**config.mk**
```make
export PLATFORM = sky130hd
export DESIGN_NAME = dragon_curve_pixel_walker_unit_flat
export DESIGN_NICKNAME = d
export VERILOG_FILES = /design/src/dcpw_pkg.sv /design/src/dcpw_if.sv /design/src/dcpw_ctrl.sv /design/src/dcpw_datapath.sv /design/src/dragon_curve_pixel_walker_unit.sv /design/src/flat_wrapper.sv
export SDC_FILE = /design/constraint.sdc
export NUM_CORES = 2
export LEC_CHECK = 0
export BUFFER_PORTS_ARGS = -buffer_cell sky130_fd_sc_hd__buf_2
export CORE_MARGIN = 1.5
export CORE_UTILIZATION = 65
export CTS_BUF_LIST = sky130_fd_sc_hd__clkbuf_8 sky130_fd_sc_hd__clkbuf_16
export CTS_CLUSTER_SIZE = 30
export DETAILED_ROUTE_END_ITERATION = 7
export PLACE_DENSITY_LB_ADDON = 0.1
export SLEW_MARGIN = 30
export SYNTH_ARGS = -nofsm -noshare
export SYNTH_HDL_FRONTEND = slang
export SYNTH_SLANG_ARGS = --single-unit
```
**constraint.sdc**
```tcl
create_clock -name clk -period 10 [get_ports clk]
set_clock_uncertainty 0.1 [all_clocks]
set_input_delay 1 -clock clk [delete_from_list [all_inputs] [get_ports clk]]
set_output_delay 1 -clock clk [all_outputs]
set_load 0.02 [all_outputs]
```
**src/dcpw_pkg.sv**
```systemverilog
`timescale 1ns / 1ps

package dcpw_pkg;

  // Default values of the top level parameters.
  localparam int MAX_FOLDS_DEF      = 20;
  localparam int MAX_PPL_DEF        = 64;
  localparam int COORD_WIDTH_DEF    = 24;
  localparam int MAX_FRAME_SIDE_DEF = 4096;

  // Fixed field widths of the configuration registers and the words.
  localparam int CFG_DATA_W  = 32;
  localparam int CFG_INDEX_W = 3;
  localparam int COLOR_W     = 32;
  localparam int SIDE_W      = 13;
  localparam int PPL_W       = 7;
  localparam int START_W     = 24;
  localparam int DIR_W       = 4;
  localparam int FOLD_W      = 5;
  localparam int INDEX_W     = 24;

  // Register values after reset.
  localparam logic [COLOR_W-1:0]        FILL_COLOR_RST   = 32'hFFE2_08AA;
  localparam logic [SIDE_W-1:0]         FRAME_WIDTH_RST  = 13'd1920;
  localparam logic [SIDE_W-1:0]         FRAME_HEIGHT_RST = 13'd1080;
  localparam logic [PPL_W-1:0]          PPL_RST          = 7'd4;
  localparam logic signed [START_W-1:0] START_X_RST      = 24'sd960;
  localparam logic signed [START_W-1:0] START_Y_RST      = 24'sd540;
  localparam logic [DIR_W-1:0]          START_DIR_RST    = 4'd7;
  localparam logic [FOLD_W-1:0]         FOLD_COUNT_RST   = 5'd10;

  // Configuration register indexes.
  typedef enum logic [CFG_INDEX_W-1:0] {
    CFG_FILL_COLOR,
    CFG_FRAME_WIDTH,
    CFG_FRAME_HEIGHT,
    CFG_PIXELS_PER_LINE,
    CFG_START_X,
    CFG_START_Y,
    CFG_START_DIRECTION,
    CFG_FOLD_COUNT
  } cfg_reg_t;

  // Controller states.
  typedef enum logic [1:0] {
    ST_IDLE,
    ST_PREP,
    ST_DRAW
  } state_t;

  // Commands from the controller to the datapath.
  typedef struct packed {
    logic load_start;
    logic prep;
    logic issue;
  } cmd_t;

  // Status from the datapath to the controller.
  typedef struct packed {
    logic out_free;
    logic last_pixel;
  } status_t;

  // One unit step of the pen.
  typedef struct packed {
    logic signed [1:0] dx;
    logic signed [1:0] dy;
  } heading_t;

  // Direction code (dx+1)*3+(dy+1); codes above eight act as eight.
  function automatic heading_t dir_decode(input logic [DIR_W-1:0] code);
    heading_t h;
    case (code)
      4'd0:    h = '{dx: -2'sd1, dy: -2'sd1};
      4'd1:    h = '{dx: -2'sd1, dy:  2'sd0};
      4'd2:    h = '{dx: -2'sd1, dy:  2'sd1};
      4'd3:    h = '{dx:  2'sd0, dy: -2'sd1};
      4'd4:    h = '{dx:  2'sd0, dy:  2'sd0};
      4'd5:    h = '{dx:  2'sd0, dy:  2'sd1};
      4'd6:    h = '{dx:  2'sd1, dy: -2'sd1};
      4'd7:    h = '{dx:  2'sd1, dy:  2'sd0};
      default: h = '{dx:  2'sd1, dy:  2'sd1};
    endcase
    return h;
  endfunction

endpackage

```
**src/dcpw_if.sv**
```systemverilog
`timescale 1ns / 1ps

// Segment request channel.
interface dcpw_in_if;
  logic valid;
  logic ready;
  logic restart;

  modport source (output valid, output restart, input ready);
  modport sink   (input valid, input restart, output ready);
endinterface

// Pixel write channel.
interface dcpw_out_if;
  logic                            valid;
  logic                            ready;
  logic [dcpw_pkg::INDEX_W-1:0]    pixel_index;
  logic                            write_enable;
  logic [dcpw_pkg::COLOR_W-1:0]    color;
  logic                            segment_end;
  logic                            curve_end;

  modport source (output valid, output pixel_index, output write_enable, output color,
                  output segment_end, output curve_end, input ready);
  modport sink   (input valid, input pixel_index, input write_enable, input color,
                  input segment_end, input curve_end, output ready);
endinterface

```
**src/dcpw_ctrl.sv**
```systemverilog
`timescale 1ns / 1ps

module dcpw_ctrl (
  input  logic              clk,
  input  logic              rst,
  dcpw_in_if.sink           segment,
  input  dcpw_pkg::status_t status,
  output dcpw_pkg::cmd_t    cmd
);

  dcpw_pkg::state_t state;
  dcpw_pkg::state_t state_next;

  // State register.
  always_ff @(posedge clk) begin
    if (rst) begin
      state <= dcpw_pkg::ST_IDLE;
    end else begin
      state <= state_next;
    end
  end

  // Next state and commands. A request is taken in idle, the multipliers are
  // loaded in the prepare cycle, then one pixel word leaves per free output slot.
  always_comb begin
    state_next     = state;
    cmd            = '0;
    segment.ready  = 1'b0;
    unique case (state)
      dcpw_pkg::ST_IDLE: begin
        segment.ready  = 1'b1;
        cmd.load_start = segment.valid && segment.restart;
        if (segment.valid) begin
          state_next = dcpw_pkg::ST_PREP;
        end
      end
      dcpw_pkg::ST_PREP: begin
        cmd.prep   = 1'b1;
        state_next = dcpw_pkg::ST_DRAW;
      end
      dcpw_pkg::ST_DRAW: begin
        if (status.out_free) begin
          cmd.issue = 1'b1;
          if (status.last_pixel) begin
            state_next = dcpw_pkg::ST_IDLE;
          end
        end
      end
      default: begin
        state_next = dcpw_pkg::ST_IDLE;
      end
    endcase
  end

endmodule

```
**src/dcpw_datapath.sv**
```systemverilog
`timescale 1ns / 1ps

module dcpw_datapath #(
  parameter int MAX_FOLDS           = dcpw_pkg::MAX_FOLDS_DEF,
  parameter int MAX_PIXELS_PER_LINE = dcpw_pkg::MAX_PPL_DEF,
  parameter int COORD_WIDTH         = dcpw_pkg::COORD_WIDTH_DEF,
  parameter int MAX_FRAME_SIDE      = dcpw_pkg::MAX_FRAME_SIDE_DEF
) (
  input  logic                             clk,
  input  logic                             rst,
  input  logic                             cfg_we,
  input  logic [dcpw_pkg::CFG_INDEX_W-1:0] cfg_index,
  input  logic [dcpw_pkg::CFG_DATA_W-1:0]  cfg_data,
  input  dcpw_pkg::cmd_t                   cmd,
  output dcpw_pkg::status_t                status,
  dcpw_out_if.source                       pixel
);

  localparam int FW    = $clog2(MAX_FRAME_SIDE + 1);
  localparam int CNT_W = $clog2(MAX_PIXELS_PER_LINE + 1);
  localparam int PRW   = COORD_WIDTH + FW + 1;
  localparam int IW    = PRW + 1;
  localparam int SW    = 2 * FW;
  localparam int FCW   = MAX_FOLDS + 1;
  localparam int FOLD_W = dcpw_pkg::FOLD_W;

  localparam logic signed [COORD_WIDTH-1:0] PEN_MAX = {1'b0, {(COORD_WIDTH-1){1'b1}}};
  localparam logic signed [COORD_WIDTH-1:0] PEN_MIN = {1'b1, {(COORD_WIDTH-1){1'b0}}};
  localparam longint PEN_MAX_L = (longint'(1) <<< (COORD_WIDTH - 1)) - 1;
  localparam longint PEN_MIN_L = -PEN_MAX_L - 1;

  // Configuration registers.
  logic [dcpw_pkg::COLOR_W-1:0]        fill_color;
  logic [dcpw_pkg::SIDE_W-1:0]         frame_width;
  logic [dcpw_pkg::SIDE_W-1:0]         frame_height;
  logic [dcpw_pkg::PPL_W-1:0]          pixels_per_line;
  logic signed [dcpw_pkg::START_W-1:0] start_x;
  logic signed [dcpw_pkg::START_W-1:0] start_y;
  logic [dcpw_pkg::DIR_W-1:0]          start_direction;
  logic [FOLD_W-1:0]                   fold_count;

  // Walker state.
  logic signed [COORD_WIDTH-1:0] pen_x;
  logic signed [COORD_WIDTH-1:0] pen_y;
  logic signed [1:0]             step_x;
  logic signed [1:0]             step_y;
  logic [MAX_FOLDS-1:0]          seg_cnt;
  logic [CNT_W-1:0]              pix_cnt;

  // Per segment datapath registers.
  logic signed [PRW-1:0] prod;
  logic [SW-1:0]         size;
  logic signed [IW-1:0]  idx;

  // Output register.
  logic                           pix_valid;
  logic [dcpw_pkg::INDEX_W-1:0]   pix_index;
  logic                           pix_we;
  logic [dcpw_pkg::COLOR_W-1:0]   pix_color;
  logic                           pix_seg_end;
  logic                           pix_curve_end;

  // Combinational values.
  logic [FW-1:0]                 width_c;
  logic [FW-1:0]                 height_c;
  logic [CNT_W-1:0]              ppl_c;
  logic [FOLD_W-1:0]             folds_c;
  logic [FCW-1:0]                last_seg;
  logic                          final_seg;
  logic [FCW-1:0]                seg_num;
  logic [FCW-1:0]                seg_low;
  logic                          turn_r;
  logic signed [COORD_WIDTH-1:0] start_pen_x;
  logic signed [COORD_WIDTH-1:0] start_pen_y;
  dcpw_pkg::heading_t            start_head;
  dcpw_pkg::heading_t            reset_head;
  logic                          sat_x;
  logic                          sat_y;
  logic signed [1:0]             dx_eff;
  logic signed [1:0]             dy_eff;
  logic signed [FW:0]            w_prod;
  logic signed [IW-1:0]          w_s;
  logic signed [IW-1:0]          row_delta;
  logic signed [IW-1:0]          idx_delta;
  logic signed [IW-1:0]          cur_idx;
  logic signed [IW-1:0]          size_s;
  logic                          in_frame;
  logic signed [1:0]             turn_x;
  logic signed [1:0]             turn_y;

  // Saturate a start coordinate into the pen range.
  function automatic logic signed [COORD_WIDTH-1:0] sat_start(
    input logic signed [dcpw_pkg::START_W-1:0] v
  );
    logic signed [COORD_WIDTH-1:0] r;
    if (longint'(v) > PEN_MAX_L) begin
      r = PEN_MAX;
    end else if (longint'(v) < PEN_MIN_L) begin
      r = PEN_MIN;
    end else begin
      r = COORD_WIDTH'(v);
    end
    return r;
  endfunction

  // Clamp the registers to the supported ranges.
  always_comb begin
    width_c  = (32'(frame_width) > 32'(MAX_FRAME_SIDE)) ? FW'(MAX_FRAME_SIDE)
                                                        : FW'(frame_width);
    height_c = (32'(frame_height) > 32'(MAX_FRAME_SIDE)) ? FW'(MAX_FRAME_SIDE)
                                                         : FW'(frame_height);
    if (pixels_per_line == '0) begin
      ppl_c = CNT_W'(1);
    end else if (32'(pixels_per_line) > 32'(MAX_PIXELS_PER_LINE)) begin
      ppl_c = CNT_W'(MAX_PIXELS_PER_LINE);
    end else begin
      ppl_c = CNT_W'(pixels_per_line);
    end
    folds_c = (fold_count > FOLD_W'(MAX_FOLDS)) ? FOLD_W'(MAX_FOLDS) : fold_count;
  end

  // Last segment of the curve and the paperfolding turn bit.
  always_comb begin
    last_seg  = (FCW'(1) << folds_c) - FCW'(1);
    final_seg = ({1'b0, seg_cnt} >= last_seg);
    seg_num   = {1'b0, seg_cnt} + FCW'(1);
    seg_low   = seg_num & (~seg_num + FCW'(1));
    turn_r    = ((seg_num & (seg_low << 1)) == '0);
  end

  // Start values.
  always_comb begin
    start_pen_x = sat_start(start_x);
    start_pen_y = sat_start(start_y);
    start_head  = dcpw_pkg::dir_decode(start_direction);
    reset_head  = dcpw_pkg::dir_decode(dcpw_pkg::START_DIR_RST);
  end

  // Pen step with saturation; the linear index follows the step that is taken.
  always_comb begin
    sat_x     = (pen_x == PEN_MAX && step_x == 2'sd1) || (pen_x == PEN_MIN && step_x == -2'sd1);
    sat_y     = (pen_y == PEN_MAX && step_y == 2'sd1) || (pen_y == PEN_MIN && step_y == -2'sd1);
    dx_eff    = sat_x ? 2'sd0 : step_x;
    dy_eff    = sat_y ? 2'sd0 : step_y;
    w_prod    = signed'({1'b0, width_c});
    w_s       = IW'(w_prod);
    if (dy_eff == 2'sd1) begin
      row_delta = w_s;
    end else if (dy_eff == -2'sd1) begin
      row_delta = -w_s;
    end else begin
      row_delta = '0;
    end
    idx_delta = IW'(dx_eff) + row_delta;
    cur_idx   = (pix_cnt == '0) ? (IW'(pen_x) + IW'(prod)) : idx;
    size_s    = signed'(IW'(size));
    in_frame  = !cur_idx[IW-1] && (cur_idx < size_s);
  end

  // Quarter turn at the end of a segment.
  always_comb begin
    if (step_x != 2'sd0) begin
      turn_x = 2'sd0;
      if (step_x == 2'sd1) begin
        turn_y = turn_r ? -2'sd1 : 2'sd1;
      end else begin
        turn_y = turn_r ? 2'sd1 : -2'sd1;
      end
    end else begin
      turn_y = 2'sd0;
      if (step_y == 2'sd1) begin
        turn_x = turn_r ? 2'sd1 : -2'sd1;
      end else begin
        turn_x = turn_r ? -2'sd1 : 2'sd1;
      end
    end
  end

  // Status for the controller.
  always_comb begin
    status.out_free   = !pix_valid || pixel.ready;
    status.last_pixel = (pix_cnt == ppl_c - CNT_W'(1));
  end

  // Configuration registers and walker state.
  always_ff @(posedge clk) begin
    if (rst) begin
      fill_color      <= dcpw_pkg::FILL_COLOR_RST;
      frame_width     <= dcpw_pkg::FRAME_WIDTH_RST;
      frame_height    <= dcpw_pkg::FRAME_HEIGHT_RST;
      pixels_per_line <= dcpw_pkg::PPL_RST;
      start_x         <= dcpw_pkg::START_X_RST;
      start_y         <= dcpw_pkg::START_Y_RST;
      start_direction <= dcpw_pkg::START_DIR_RST;
      fold_count      <= dcpw_pkg::FOLD_COUNT_RST;
      pen_x           <= sat_start(dcpw_pkg::START_X_RST);
      pen_y           <= sat_start(dcpw_pkg::START_Y_RST);
      step_x          <= reset_head.dx;
      step_y          <= reset_head.dy;
      seg_cnt         <= '0;
      pix_cnt         <= '0;
      pix_valid       <= 1'b0;
    end else begin
      if (cfg_we) begin
        unique case (dcpw_pkg::cfg_reg_t'(cfg_index))
          dcpw_pkg::CFG_FILL_COLOR:      fill_color      <= cfg_data;
          dcpw_pkg::CFG_FRAME_WIDTH:     frame_width     <= cfg_data[dcpw_pkg::SIDE_W-1:0];
          dcpw_pkg::CFG_FRAME_HEIGHT:    frame_height    <= cfg_data[dcpw_pkg::SIDE_W-1:0];
          dcpw_pkg::CFG_PIXELS_PER_LINE: pixels_per_line <= cfg_data[dcpw_pkg::PPL_W-1:0];
          dcpw_pkg::CFG_START_X:         start_x         <= cfg_data[dcpw_pkg::START_W-1:0];
          dcpw_pkg::CFG_START_Y:         start_y         <= cfg_data[dcpw_pkg::START_W-1:0];
          dcpw_pkg::CFG_START_DIRECTION: start_direction <= cfg_data[dcpw_pkg::DIR_W-1:0];
          dcpw_pkg::CFG_FOLD_COUNT:      fold_count      <= cfg_data[FOLD_W-1:0];
          default: begin
          end
        endcase
      end

      // A restart reloads the pen before the segment is drawn.
      if (cmd.load_start) begin
        pen_x   <= start_pen_x;
        pen_y   <= start_pen_y;
        step_x  <= start_head.dx;
        step_y  <= start_head.dy;
        seg_cnt <= '0;
      end else if (cmd.issue) begin
        // Each issued word moves the pen; the last one turns or wraps the curve.
        pix_cnt <= status.last_pixel ? '0 : pix_cnt + CNT_W'(1);
        if (status.last_pixel && final_seg) begin
          pen_x   <= start_pen_x;
          pen_y   <= start_pen_y;
          step_x  <= start_head.dx;
          step_y  <= start_head.dy;
          seg_cnt <= '0;
        end else begin
          pen_x <= pen_x + COORD_WIDTH'(dx_eff);
          pen_y <= pen_y + COORD_WIDTH'(dy_eff);
          if (status.last_pixel) begin
            step_x  <= turn_x;
            step_y  <= turn_y;
            seg_cnt <= seg_cnt + MAX_FOLDS'(1);
          end
        end
      end

      // Output word valid flag.
      if (cmd.issue) begin
        pix_valid <= 1'b1;
      end else if (pixel.ready) begin
        pix_valid <= 1'b0;
      end
    end
  end

  // Row product, frame size, running index and the output word.
  always_ff @(posedge clk) begin
    if (cmd.prep) begin
      prod <= PRW'(pen_y) * PRW'(w_prod);
      size <= SW'(width_c) * SW'(height_c);
    end
    if (cmd.issue) begin
      idx           <= cur_idx + idx_delta;
      pix_index     <= in_frame ? cur_idx[dcpw_pkg::INDEX_W-1:0] : '0;
      pix_we        <= in_frame;
      pix_color     <= fill_color;
      pix_seg_end   <= status.last_pixel;
      pix_curve_end <= status.last_pixel && final_seg;
    end
  end

  assign pixel.valid        = pix_valid;
  assign pixel.pixel_index  = pix_index;
  assign pixel.write_enable = pix_we;
  assign pixel.color        = pix_color;
  assign pixel.segment_end  = pix_seg_end;
  assign pixel.curve_end    = pix_curve_end;

`ifndef SYNTHESIS
  // A word is never loaded over one that has not been taken.
  a_no_overwrite: assert property (@(posedge clk) disable iff (rst)
    cmd.issue |-> (!pix_valid || pixel.ready))
    else $error("output word overwritten before it was taken");

  // A disabled write carries index zero.
  a_disabled_zero: assert property (@(posedge clk) disable iff (rst)
    pix_valid && !pix_we |-> pix_index == '0)
    else $error("disabled write with non-zero index");

  // The final segment brings the counter back to zero.
  a_wrap: assert property (@(posedge clk) disable iff (rst)
    cmd.issue && status.last_pixel && final_seg |=> seg_cnt == '0)
    else $error("segment counter did not wrap after the final segment");

  // After a turn the heading lies on one axis.
  a_axis: assert property (@(posedge clk) disable iff (rst)
    cmd.issue && status.last_pixel && !final_seg |=> (step_x == 2'sd0) != (step_y == 2'sd0))
    else $error("heading not axis aligned after a turn");
`endif

endmodule

```
**src/dragon_curve_pixel_walker_unit.sv**
```systemverilog
`timescale 1ns / 1ps

// Heighway dragon curve pixel walker. Each word on the segment channel draws
// one segment of the curve as pixels_per_line pixel words, each giving the
// linear frame index x + y * width, a write enable that is set only when the
// index lies inside the frame, and the fill colour; the last word of a run
// carries segment_end, and of the curve's final segment also curve_end, after
// which the pen, heading and segment counter return to their start values.
// A segment word with restart set reloads those start values first; writing a
// register alone does not move the pen. The user must write the registers
// through the cfg port only while idle; the block itself does not enforce it.
// Each request is taken in the idle state, the two multipliers form the row
// product and the frame size in the prepare state, then one pixel word per
// cycle goes into the output register, unless the pixel channel holds ready
// low. The next request is taken while the last pixel word still waits there.
module dragon_curve_pixel_walker_unit #(
  parameter int MAX_FOLDS           = dcpw_pkg::MAX_FOLDS_DEF,
  parameter int MAX_PIXELS_PER_LINE = dcpw_pkg::MAX_PPL_DEF,
  parameter int COORD_WIDTH         = dcpw_pkg::COORD_WIDTH_DEF,
  parameter int MAX_FRAME_SIDE      = dcpw_pkg::MAX_FRAME_SIDE_DEF
) (
  input  logic                             clk,
  input  logic                             rst,
  dcpw_in_if.sink                          segment,
  dcpw_out_if.source                       pixel,
  input  logic                             cfg_we,
  input  logic [dcpw_pkg::CFG_INDEX_W-1:0] cfg_index,
  input  logic [dcpw_pkg::CFG_DATA_W-1:0]  cfg_data
);

  dcpw_pkg::cmd_t    cmd;
  dcpw_pkg::status_t status;

  // Sequencer.
  dcpw_ctrl u_ctrl (
    .clk     (clk),
    .rst     (rst),
    .segment (segment),
    .status  (status),
    .cmd     (cmd)
  );

  // Registers, pen arithmetic and output word.
  dcpw_datapath #(
    .MAX_FOLDS           (MAX_FOLDS),
    .MAX_PIXELS_PER_LINE (MAX_PIXELS_PER_LINE),
    .COORD_WIDTH         (COORD_WIDTH),
    .MAX_FRAME_SIDE      (MAX_FRAME_SIDE)
  ) u_datapath (
    .clk       (clk),
    .rst       (rst),
    .cfg_we    (cfg_we),
    .cfg_index (cfg_index),
    .cfg_data  (cfg_data),
    .cmd       (cmd),
    .status    (status),
    .pixel     (pixel)
  );

endmodule

```
**src/flat_wrapper.sv**
```systemverilog
// flat-port wrapper written by rule: the top's interface ports become plain ports
module dragon_curve_pixel_walker_unit_flat 
#(
  parameter int MAX_FOLDS           = dcpw_pkg::MAX_FOLDS_DEF,
  parameter int MAX_PIXELS_PER_LINE = dcpw_pkg::MAX_PPL_DEF,
  parameter int COORD_WIDTH         = dcpw_pkg::COORD_WIDTH_DEF,
  parameter int MAX_FRAME_SIDE      = dcpw_pkg::MAX_FRAME_SIDE_DEF
)
  (clk, rst, cfg_we, cfg_index, cfg_data, segment_valid, segment_restart, segment_ready, pixel_valid, pixel_pixel_index, pixel_write_enable, pixel_color, pixel_segment_end, pixel_curve_end, pixel_ready);
  dcpw_in_if segment_i ();
  dcpw_out_if pixel_i ();
  input  logic clk;
  input  logic rst;
  input  logic cfg_we;
  input  logic [dcpw_pkg::CFG_INDEX_W-1:0] cfg_index;
  input  logic [dcpw_pkg::CFG_DATA_W-1:0] cfg_data;
  input wire logic [$bits(segment_i.valid)-1:0] segment_valid;
  input wire logic [$bits(segment_i.restart)-1:0] segment_restart;
  output wire logic [$bits(segment_i.ready)-1:0] segment_ready;
  output wire logic [$bits(pixel_i.valid)-1:0] pixel_valid;
  output wire logic [$bits(pixel_i.pixel_index)-1:0] pixel_pixel_index;
  output wire logic [$bits(pixel_i.write_enable)-1:0] pixel_write_enable;
  output wire logic [$bits(pixel_i.color)-1:0] pixel_color;
  output wire logic [$bits(pixel_i.segment_end)-1:0] pixel_segment_end;
  output wire logic [$bits(pixel_i.curve_end)-1:0] pixel_curve_end;
  input wire logic [$bits(pixel_i.ready)-1:0] pixel_ready;
  assign segment_i.valid = segment_valid;
  assign segment_i.restart = segment_restart;
  assign segment_ready = segment_i.ready;
  assign pixel_valid = pixel_i.valid;
  assign pixel_pixel_index = pixel_i.pixel_index;
  assign pixel_write_enable = pixel_i.write_enable;
  assign pixel_color = pixel_i.color;
  assign pixel_segment_end = pixel_i.segment_end;
  assign pixel_curve_end = pixel_i.curve_end;
  assign pixel_i.ready = pixel_ready;
  dragon_curve_pixel_walker_unit #(.MAX_FOLDS(MAX_FOLDS), .MAX_PIXELS_PER_LINE(MAX_PIXELS_PER_LINE), .COORD_WIDTH(COORD_WIDTH), .MAX_FRAME_SIDE(MAX_FRAME_SIDE)) u_core (.clk(clk), .rst(rst), .segment(segment_i), .pixel(pixel_i), .cfg_we(cfg_we), .cfg_index(cfg_index), .cfg_data(cfg_data));
endmodule
```
-- After elaboration in Yosys (flattened, before gate mapping)
Memories as Yosys holds them, arrays and structs flattened. A register that Yosys moved wholly into a read port is not among the register bits.
Cells that the tools add are included.
- flip-flop bits (word level): 366
- memory bits (read-only): 32
- output and inout port bits: 61
- word-level logic and storage cells: 163
- memories kept: 1
- $add $sub $neg: 12
- multipliers: 2
- magnitude comparators: 10
- equality and inequality tests: 23
- shift-type cells: 1
- multiplexer cells: 51
- bitwise logic cells: 4
- reduce and logical (&&, ||, !) cells: 35
- memories (memory ; depth ; width ; read ports ; clocked after memory_dff ; wr ports ; line ; text):
    (name not given) ; 8 ; 4 ; 1 ; 1 ; 0 ; dcpw_pkg.sv:73 ; case (code)
- operators by type and width (kind ; number):
    two-way mux 24 bit ; 10
    two-way mux 39 bit ; 3
    equality test 24 bit, second input constant ; 4
    adder 24 x 2 -> 24 bit ; 2
    > comparator 24 bit, second input constant ; 2
    < comparator 24 bit, second input constant ; 2
    adder 20 x 1 -> 20 bit, second input constant ; 2
    two-way mux 20 bit ; 2
    adder 2 x 39 -> 39 bit ; 1
    adder 24 x 38 -> 39 bit ; 1
    adder 39 bit ; 1
    < comparator 39 x 27 -> 1 bit ; 1
    negation 13 -> 39 bit ; 1
    multiplier 24 x 14 -> 38 bit ; 1
    two-way mux 2 bit ; 19
    > comparator 13 bit, second input constant ; 2
    multiplier 13 x 13 -> 26 bit ; 1
    two-way mux 13 bit ; 2
    AND reduction 2 bit ; 11
    adder 20 x 1 -> 21 bit, second input constant ; 1
    AND 21 bit ; 1
    greater-or-equal comparator 20 x 21 -> 1 bit ; 1
    zero test 21 bit ; 1
    two-way mux 7 bit ; 3
    other kinds (32) ; 63

-- Logic depth before layout (Yosys ltp)
- depth after elaboration: 13
- gate-level depth with buffers: 29
- gate-level depth less buffers: 27

-- Modules after synthesis
A second synthesis with hierarchy kept.
- cells, all modules: 4663
- area total of the unflattened synthesis: 40817.9 sq um
- modules (own cells, without submodules) (module ; times used ; cells an instance ; area an instance (sq um) ; sequential area each (sq um)):
    dcpw_datapath ; 1 ; 4651 ; 40714.0 ; 8988.6
    dcpw_ctrl ; 1 ; 12 ; 103.8 ; 40.0

-- Worst setup path before layout
No wires, ideal clock.
- path type: reg2reg
- start point: reg u_core.u_datapath.frame_width[12] (netlist name)
- end point: reg u_core.u_datapath.prod[37] (data pin)
- data arrival time: 7164 ps
- data required time: 9640 ps
- path slack: 2476 ps
- cell stages (with the launch flop): 28
- buffers on the path: 3
- clock period less this slack: 7524 ps
- cells stage by stage: dfxtp_1 -> clkbuf_1 -> nor2b_1 -> clkbuf_1 -> clkbuf_1 -> nand2_1 -> fa_1 -> fa_1 -> fa_1 -> inv_1 -> fa_1 -> fa_1 -> inv_1 -> fa_1 -> inv_1 -> ha_1 -> a21oi_1 -> o21ai_0 -> a221oi_1 -> a2111oi_0 -> o2111ai_1 -> a21oi_1 -> a41o_1 -> o41ai_1 -> o21ai_0 -> a21o_1 -> a21oi_1 -> xnor2_1
- cells in the longest elaborated chain, start to end: 3
- ends and longest elaborated chain (element ; line ; text):
    start, declared ; dcpw_datapath.sv:34 ; logic [dcpw_pkg::SIDE_W-1:0] frame_width;
    start signal, assigned ; dcpw_datapath.sv:189 ; frame_width <= dcpw_pkg::FRAME_WIDTH_RST;
    start signal, assigned ; dcpw_datapath.sv:207 ; dcpw_pkg::CFG_FRAME_WIDTH: frame_width <= cfg_data[dcpw_pkg::SIDE_W-1:0];
    > comparator 13 bit ; dcpw_datapath.sv:108 ; width_c = (32'(frame_width) > 32'(MAX_FRAME_SIDE)) ? FW'(MAX_FRAME_SIDE)
    two-way mux 13 bit * ; dcpw_datapath.sv:108 ;
    multiplier 24 x 14 -> 38 bit * ; dcpw_datapath.sv:258 ; prod <= PRW'(pen_y) * PRW'(w_prod);
    end signal, assigned ; dcpw_datapath.sv:258 ;
    end, declared ; dcpw_datapath.sv:51 ; logic signed [PRW-1:0] prod;
Every way passes the cells marked *; elsewhere a longest branch is shown, timed or not.
A chain may end at the register's enable or synchronous reset.

-- Worst setup path in the final report
Ends and elaborated chain as after synthesis.

==> flow_metrics.tcl <==
set metrics [dict create \
    drtAntennaViolNets 0 \
    area_growth_pct 6.23 \
    grt_use_met3 0.0507 \
    cts_made_buffers 43 \
    synth_cell_types 88 \
    wl_per_cell_um 19.8 \
    critPathRequiredTime_ps 10250 \
    die_area_um2 62700 \
    drive_gt1_frac 0.0624 \
    seq_power_share 0.267 \
    hold_path.class "register to register" \
    gp_congestion 0.948 \
    crit_start "u_core.u_datapath.frame_width[12]" \
    p_per_area_nw_per_um2 174 \
    endpoint_kind "register" \
    slowest_stage "nor2b_2" \
    fillCellCount 4837 \
    grt.busiest_layer "met2" \
    yosysTopAreaCell "fa_1" \
    row_count 90 \
    combPwrFrac 0.512 \
    synthCells 4554 \
    preCtsSetupSlack_ps 1370 \
    maxCapViolCount 0 \
    synth_common_cells "nand2_1 (661), inv_1 (598), fa_1 (453)" \
    hpwl_um 79600 \
    synth_top_area_frac 0.228 \
    grt_start_max_net_pins 81 \
    yosysMostFrequentCell "nand2_1" \
    seq_area_frac_synth 0.227 \
    outcome "complete, no violations" \
    ys_top_cells_by_area "fa_1 (23%), edfxtp_1 (12%), ha_1 (11%)" \
    seqCellArea_um2 9030 \
    sw_frac_of_total 0.429 \
    cp.depth 26 \
    worst-path-max-fanout 38 \
    io_buffers 101 \
    rsz0062_at_grt "no" \
    reg2reg_to "u_core.u_datapath.prod[37]" \
    hold_viol 0 \
    cp-endpoint "u_core.u_datapath.prod[37]" \
    slew_viol_final 0 \
    avgSynthCellArea_um2 8.74 \
    final.setup.tns_ps 0 \
    p_sw_uw 3150 \
    critPathBufInv 5 \
    p_leak_uw 0.0202 \
    vias_per_cell 5.96 \
    clkLatencyLatePin_ps 590 \
    io_pins 102 \
    syn_nets 5389 \
    drtIter0Drc 2510 \
    grt_pass1_vias 31200 \
    ys_ff_latch 370 \
    met1_usage 0.495 \
    layout_setup_ws_ps 1270 \
    r2r_slack_ps 1270 \
    cts_tree "yes" \
    clkPwrFrac 0.221 \
    grt_use_total 0.346 \
    yosysWarnings 0 \
    grt_pass1_wl_um 171000 \
    cts_setup_buffers 0 \
    cts_num_sinks 370 \
    path_class "register to register" \
    critPathTopFamily "adder cells" \
    multiInputGateArea_um2 27800 \
    grt.overflow.total 0 \
    relSlewSlack 0.331 \
    grt_antenna_before_repair 1 \
    period_needed_ps 8730 \
    drc 0 \
    grt_use_met2 0.546 \
    dieHeight_um 250 \
    finalCritPeriodShare 0.873 \
    clk_path_buf_depth 3 \
    drtPass1Iterations 6 \
    root_buffer "clkbuf_16" \
    routed_wl_um 106000 \
    finalSetupViolations 0 \
    path_common_cell "fa_1" \
    p_int_uw 4200 \
    synth_edf_count 162 \
    start_util 0.658 \
    nets 5367 \
    cts_resized 0 \
    cts_hold_buf 0 \
    rr_startpoint "u_core.u_datapath.frame_width[12]" \
    synthFlopType "dfxtp_1" \
    rr_worst_depth 26 \
    fmax_ghz 0.115 \
    cts_max_level 2 \
    path_clk_slew_ps 70 \
    cp-start-kind "register" \
    max_stage_delay_ps 820 \
    core_area_um2 60500 \
    arrival_ps 8980 \
    via_count 31900 \
    diodes 0 \
    worstMarginPinSlew_ps 999 \
    die_x_um 250 \
    syn_area_um2 39800 \
    hold_start "u_core.u_datapath.fill_color[13]" \
    peakVddDrop_mv 0.147 \
    ys_async_sr_fraction 0 \
]
-- cell families after synthesis --
| group | share of synthesized area |
|---|---|
| xor+xnor | 0.0425 |
| fa+ha+maj | 0.335 |
| simple gates | 0.192 |
| flops | 0.227 |
| mux | 0.00839 |
| buf+inv | 0.0775 |
| compound gates | 0.118 |
-- cells in the final DEF (no fill, tap or decap), types with 30 or more instances in the layout --
cell type  Yosys  layout
nand2b_1      47      47
nand2_1      661     659
dfxtp_1      208     206
fa_1         453     453
ha_1         341     341
xor2_1        70      70
nand3_1      103     102
buf_2         10     100
a21o_1        82      82
a21oi_1      273     273
nor2_1       294     292
nand4_1       37      37
inv_1        598     601
a211oi_1      52      52
mux2i_1       30      30
xnor2_1      123     123
nor3_1        93      92
o21ai_0      127     127
o21a_1        34      34
buf_4          2      41
and2_1       198     197
edfxtp_1     162     162
clkbuf_16      0      44
nor2b_1       49      33
-- routing by layer --
| layer | vias up | share of wire |
|---|---|---|
| met5 | - | 0.00030 |
| met4 | 4 | 0.030 |
| met3 | 197 | 0.086 |
| met2 | 1312 | 0.45 |
| met1 | 15400 | 0.43 |
| li1 | 14900 | - |
-- worst register-to-register path: cells and delay by family (launching register included) --
family / cells / cell delay (ps)
AOI/OAI and AO/OA: 11 / 2650
xor gates and xnor gates: 1 / 70
adders and majority gates: 7 / 3400
buffers and inverters: 5 / 720
DFF: 1 / 600
and+or+nand+nor: 2 / 930
-- state kept, by name, indices dropped and copies added, names as in the netlist, 2 cells and up, named ones only --
signal	flops
u_core.u_datapath.seg_cnt	20
u_core.u_datapath.start_y	24
u_core.u_datapath.pix_cnt	7
u_core.u_datapath.idx	39
u_core.u_datapath.frame_height	13
u_core.u_datapath.start_x	24
u_core.u_ctrl.state	2
u_core.u_datapath.pixel.color	32
u_core.u_datapath.fill_color	32
u_core.u_datapath.step_x	2
u_core.u_datapath.pen_y	24
u_core.u_datapath.step_y	2
u_core.u_datapath.pixel.pixel_index	24
u_core.u_datapath.pixels_per_line	7
u_core.u_datapath.start_direction	4
u_core.u_datapath.size	26
u_core.u_datapath.prod	38
u_core.u_datapath.frame_width	13
u_core.u_datapath.pen_x	24
u_core.u_datapath.fold_count	5
-- power groups by stage --
stage               combinational, µW  clock [µW]  sequential, µW
floorplan                        2760           0            1920
global placement                 3600           0            1980
detailed placement               3680           0            1980
CTS                              3720        1640            1950
global route                     4220        1700            1970
finish                           3760        1620            1960
-- cell type report --
cell class	count	share of cell area
clock buffer	45	0.0264
inverter	600	0.0533
multi-input combinational	3376	0.657
sequential	370	0.214
clock inverter	34	0.00766
timing repair buffer	141	0.0191
tap	782	0.0231
-- per-stage QoR --
| stage | utilization | instances | instance area [µm²] | hold WS, ps | power (µW) |
|---|---|---|---|---|---|
| 3_3_place_gp | 0.675 | 5269 | 40800 | 309 | 5580 |
| 5_1_grt | 0.699 | 5348 | 42300 | 329 | 7890 |
| 4_1_cts | 0.699 | 5348 | 42300 | 325 | 7310 |
| 2_1_floorplan | - | 4554 | 39800 | 308 | 4680 |
| 6_report | 0.699 | 5348 | 42300 | 323 | 7350 |
| 3_5_place_dp | 0.675 | 5269 | 40800 | 314 | 5670 |
-- worst min path at each step --
stage / to / slack, ps / depth (start not counted)
floorplan: u_core.u_datapath.pixel.color[0] / 310 / 0
global placement: u_core.u_datapath.pixel.color[23] / 310 / 0
detailed placement: u_core.u_datapath.pixel.color[23] / 310 / 0
CTS: u_core.u_datapath.pixel.color[13] / 330 / 0
global route: u_core.u_datapath.pixel.color[13] / 330 / 0
finish: u_core.u_datapath.pixel.color[13] / 320 / 0
No activity file was read; power rests on OpenSTA's default activity.
